===== config.mk =====
export PLATFORM = sky130hd
export DESIGN_NAME = dbnh_div_step
export DESIGN_NICKNAME = d
export VERILOG_FILES = /design/src/hdl/dbnh_pkg.sv /design/src/hdl/dbnh_div_step.sv
export SDC_FILE = /design/constraint.sdc
export NUM_CORES = 1
export LEC_CHECK = 0
export ABC_CLOCK_PERIOD_IN_PS = 18750
export BUFFER_PORTS_ARGS = -buffer_cell sky130_fd_sc_hd__buf_4
export CORE_ASPECT_RATIO = 0.7
export CORE_UTILIZATION = 35
export DETAILED_ROUTE_END_ITERATION = 10
export PLACE_DENSITY = 0.64
export SYNTH_ARGS = -nofsm -noshare
export SYNTH_HDL_FRONTEND = slang
export SYNTH_SLANG_ARGS = --single-unit
export TNS_END_PERCENT = 50

===== constraint.sdc =====
create_clock -name vclk -period 18.75
set_input_delay 0.9375 -clock vclk [all_inputs]
set_output_delay 0.9375 -clock vclk [all_outputs]
set_load 0.01 [all_outputs]

===== src/hdl/dbnh_pkg.sv =====
// ----------------------------------------------------------------------------
// dbnh_pkg: shared types and constants for the de Bruijn next-hop router
// Beat formats, register indexes and the per-stage division state.
// ----------------------------------------------------------------------------
package dbnh_pkg;

  // field widths fixed by the beat formats
  localparam int RANK_W    = 16;
  localparam int BASE_W    = 6;
  localparam int DCOUNT_W  = 5;
  localparam int NCOUNT_W  = 17;
  localparam int OVERLAP_W = 4;
  localparam int CFG_W     = 17;
  localparam int CFG_IDX_W = 2;

  // restoring division: quotient bits resolved per pipeline stage
  localparam int DIV_STEPS = 8;
  localparam int SUBSTAGES = RANK_W / DIV_STEPS;

  // width of power products before the range check
  localparam int PROD_W = NCOUNT_W + BASE_W;

  // register indexes
  localparam logic [CFG_IDX_W-1:0] REG_SYMBOL_BASE = 2'd0;
  localparam logic [CFG_IDX_W-1:0] REG_DIGIT_COUNT = 2'd1;
  localparam logic [CFG_IDX_W-1:0] REG_NODE_COUNT  = 2'd2;

  typedef struct packed {
    logic [RANK_W-1:0] current_rank;
    logic [RANK_W-1:0] destination_rank;
  } request_t;

  typedef struct packed {
    logic [RANK_W-1:0]    next_rank;
    logic [OVERLAP_W-1:0] overlap_length;
    logic                 bad_config;
  } result_t;

  // scalar state carried down the digit extraction pipeline
  typedef struct packed {
    logic                bad;    // rank out of range
    logic [RANK_W-1:0]   cq;     // current rank quotient in progress
    logic [RANK_W-1:0]   dq;     // destination rank quotient in progress
    logic [BASE_W-1:0]   cr;     // current partial remainder
    logic [BASE_W-1:0]   dr;     // destination partial remainder
    logic [NCOUNT_W-1:0] pf;     // running base power
    logic [NCOUNT_W-1:0] wt;     // base^(digit_count-1)
    logic                ovf;    // power exceeded node_count
    logic [RANK_W-1:0]   q1;     // current rank divided by base
  } div_state_t;

endpackage


===== src/hdl/dbnh_div_step.sv =====
// ----------------------------------------------------------------------------
// dbnh_div_step: eight restoring division steps
// Shifts dividend bits out of the top of q_in into the remainder built
// against the digit base; quotient bits enter at the bottom and q_out collects them.
// ----------------------------------------------------------------------------
module dbnh_div_step
  import dbnh_pkg::*;
(
  input  logic [RANK_W-1:0] q_in,
  input  logic [BASE_W-1:0] rem_in,
  input  logic [BASE_W-1:0] base,
  output logic [RANK_W-1:0] q_out,
  output logic [BASE_W-1:0] rem_out
);

  always_comb begin
    logic [BASE_W:0]   r;
    logic [RANK_W-1:0] q;
    logic [BASE_W-1:0] rem;
    q   = q_in;
    rem = rem_in;
    for (int i = 0; i < DIV_STEPS; i++) begin
      r = {rem, q[RANK_W-1]};
      if (r >= {1'b0, base}) begin
        r = r - {1'b0, base};
        q = {q[RANK_W-2:0], 1'b1};
      end else begin
        q = {q[RANK_W-2:0], 1'b0};
      end
      rem = r[BASE_W-1:0];
    end
    q_out   = q;
    rem_out = rem;
  end

endmodule


==> impl_metrics.toml <==
[timing]
rsz0062_at_grt = "no"
relSlewSlack = 0.593
slew_violations = 0
hold_viol_final = 0
setup_viol = 0
min_period_ps = 17530
final.period_utilization = 0.935
max_freq_mhz = 57.0
fin_setup_tns_ps = 0
worst_pin_slew_ps = 606

[worst_hold_path]
hp-class = "in2out"
min-delay-start = "q_in[4]"
min_delay_path_depth = 0
hold_path_end = "q_out[12]"

[layout]
drive_above_1_share = 0.242
num-fill-cells = 734
seq_area_um2 = 0
fin_cells = 494
num_antenna_cells = 0
seq_cell_count = 0
final_nets = 482
area_growth_pct = 21.0
fin_util = 0.442
nClkBuffers = 0

[global_routing]
grt_overflow_total = 0
grt_usage = 0.197
grt_pass1_wl_um = 12500
grt_pass1_vias = 2536
antenna_found_initial = 0
grt_max_degree = 10

[clock_tree]
cts_setup_buffers = 0
cts_resized = 0
cts_hold_buf = 0

[drt]
wirelength_um = 7660
final_antenna_net_count = 0
viasPerCell = 5.37
drtPass1Iterations = 4
routed-via-count = 2653
wl_per_cell_um = 15.5
drt_iter0_drc = 135
drcViolationCount = 0

[placed_design]
hpwl_um = 6500
portBuffers = 34
placed_cells = 494
globalplace.congestion = 0.881

[floorplan]
die_h_um = 75.3
start_util = 0.366
die_area_mm2 = 0.00804
top_level_ports = 50
placement_rows = 26
die_w_um = 107
core_mm2 = 0.00735

[logic_synthesis]
syn_avg_cell_area_um2 = 7.84
syn-cell-area_mm2 = 0.00269
ys_seq_area_frac = 0
syn_inst = 343
synth_cell_types = 60
yosysWarnings = 0
synth_nets = 427

[critical_path]
crit_path_frequent_cell = "ha_1"
cp-end-kind = "output pin"
start_kind = "input port"
slowest_delay_ps = 400
worstPathRequired_ps = 17810
cpMaxStageDelayCell = "a311o_1"
crit_type = "in2out"
crit_fanout = 9
critPathArrivalTime_ps = 16590

[status]
outcome = "complete, no violations"

[flow_run]
maxCapViolations = 0
-- Yosys cell counts, drive strengths merged, types with 6 or more instances --
cell | count | area, um^2
ha | 48 | 601
xnor2 | 11 | 96.3
mux2 | 12 | 135
nand2b | 11 | 68.8
nand2 | 15 | 56.3
xor2 | 11 | 96.3
a21oi | 20 | 100
inv | 40 | 150
nor2 | 20 | 75.1
nor2b | 12 | 75.1
o21a | 6 | 52.6
a21o | 15 | 113
o21ai | 25 | 136
mux2i | 16 | 160
buf | 10 | 76.3
fa | 8 | 160
-- placed cells by master (no fill, tap or decap), drive strengths merged, types with 4 or more instances in the layout --
master  Yosys  final
nand3       5      5
a21o       15     15
and3        4      4
buf        10     64
ha         48     48
mux2i      16     16
nor2b      12     12
nand2b     11     11
nor2       20     20
mux2       12     12
a21oi      20     20
xor2       11     11
inv        40     40
o21ai      25     25
o211ai      5      5
fa          8      8
xnor2      11     11
nand2      15     15
a221oi      4      4
o21a        6      6
-- final cells by class --
type                       instances  area [um^2]  share of cell area
multi-input combinational        292         2500               0.768
timing repair buffer              64          480               0.148
inverter                          40          150              0.0462
tap                               98          123              0.0377
-- through the flow --
step,instance area (um^2),hold WS (ps),setup WS [ps]
2_1_floorplan,2690,1970,1780
3_3_place_gp,3210,1880,1080
3_5_place_dp,3210,1880,862
4_1_cts,3210,1880,803
5_1_grt,3250,1880,42.8
6_report,3250,1880,1220
-- worst max path at each step --
stage / start / endpoint / slack (ps) / cells past startpoint
2_1_floorplan: base[4] / rem_out[1] / 1780 / 77
3_3_place_gp: base[2] / rem_out[2] / 1080 / 79
3_5_place_dp: base[2] / rem_out[2] / 860 / 79
4_1_cts: base[2] / rem_out[2] / 800 / 79
5_1_grt: base[4] / rem_out[2] / 40 / 80
6_report: base[2] / rem_out[2] / 1220 / 78
-- logic make-up after synthesis --
kind of cell / share of synthesized area
compound gates: 0.281
simple gates: 0.169
fa+ha+maj: 0.283
buf+inv: 0.0857
mux: 0.110
xor+xnor: 0.0717
-- routing by layer --
layer / vias to the layer above / share of wire / track usage
met1: 1233 / 0.51 / 0.298
li1: 1351 / - / -
met5: - / 0 / 0
met2: 63 / 0.42 / 0.317
met3: 6 / 0.062 / 0.00855
met4: 0 / 0.011 / 0.0274
-- worst max-delay path: cells and delay by family --
kind | cells | cell delay [ps]
buffers and inverters | 10 | 1230
muxes | 6 | 1820
AOI/OAI and AO/OA | 40 | 7980
and+or+nand+nor | 14 | 2230
adders and majority gates | 8 | 2360
Power is left out: the tool's default activity adds up to more than one toggle a clock period on the data nets, which glitch-free logic cannot reach.
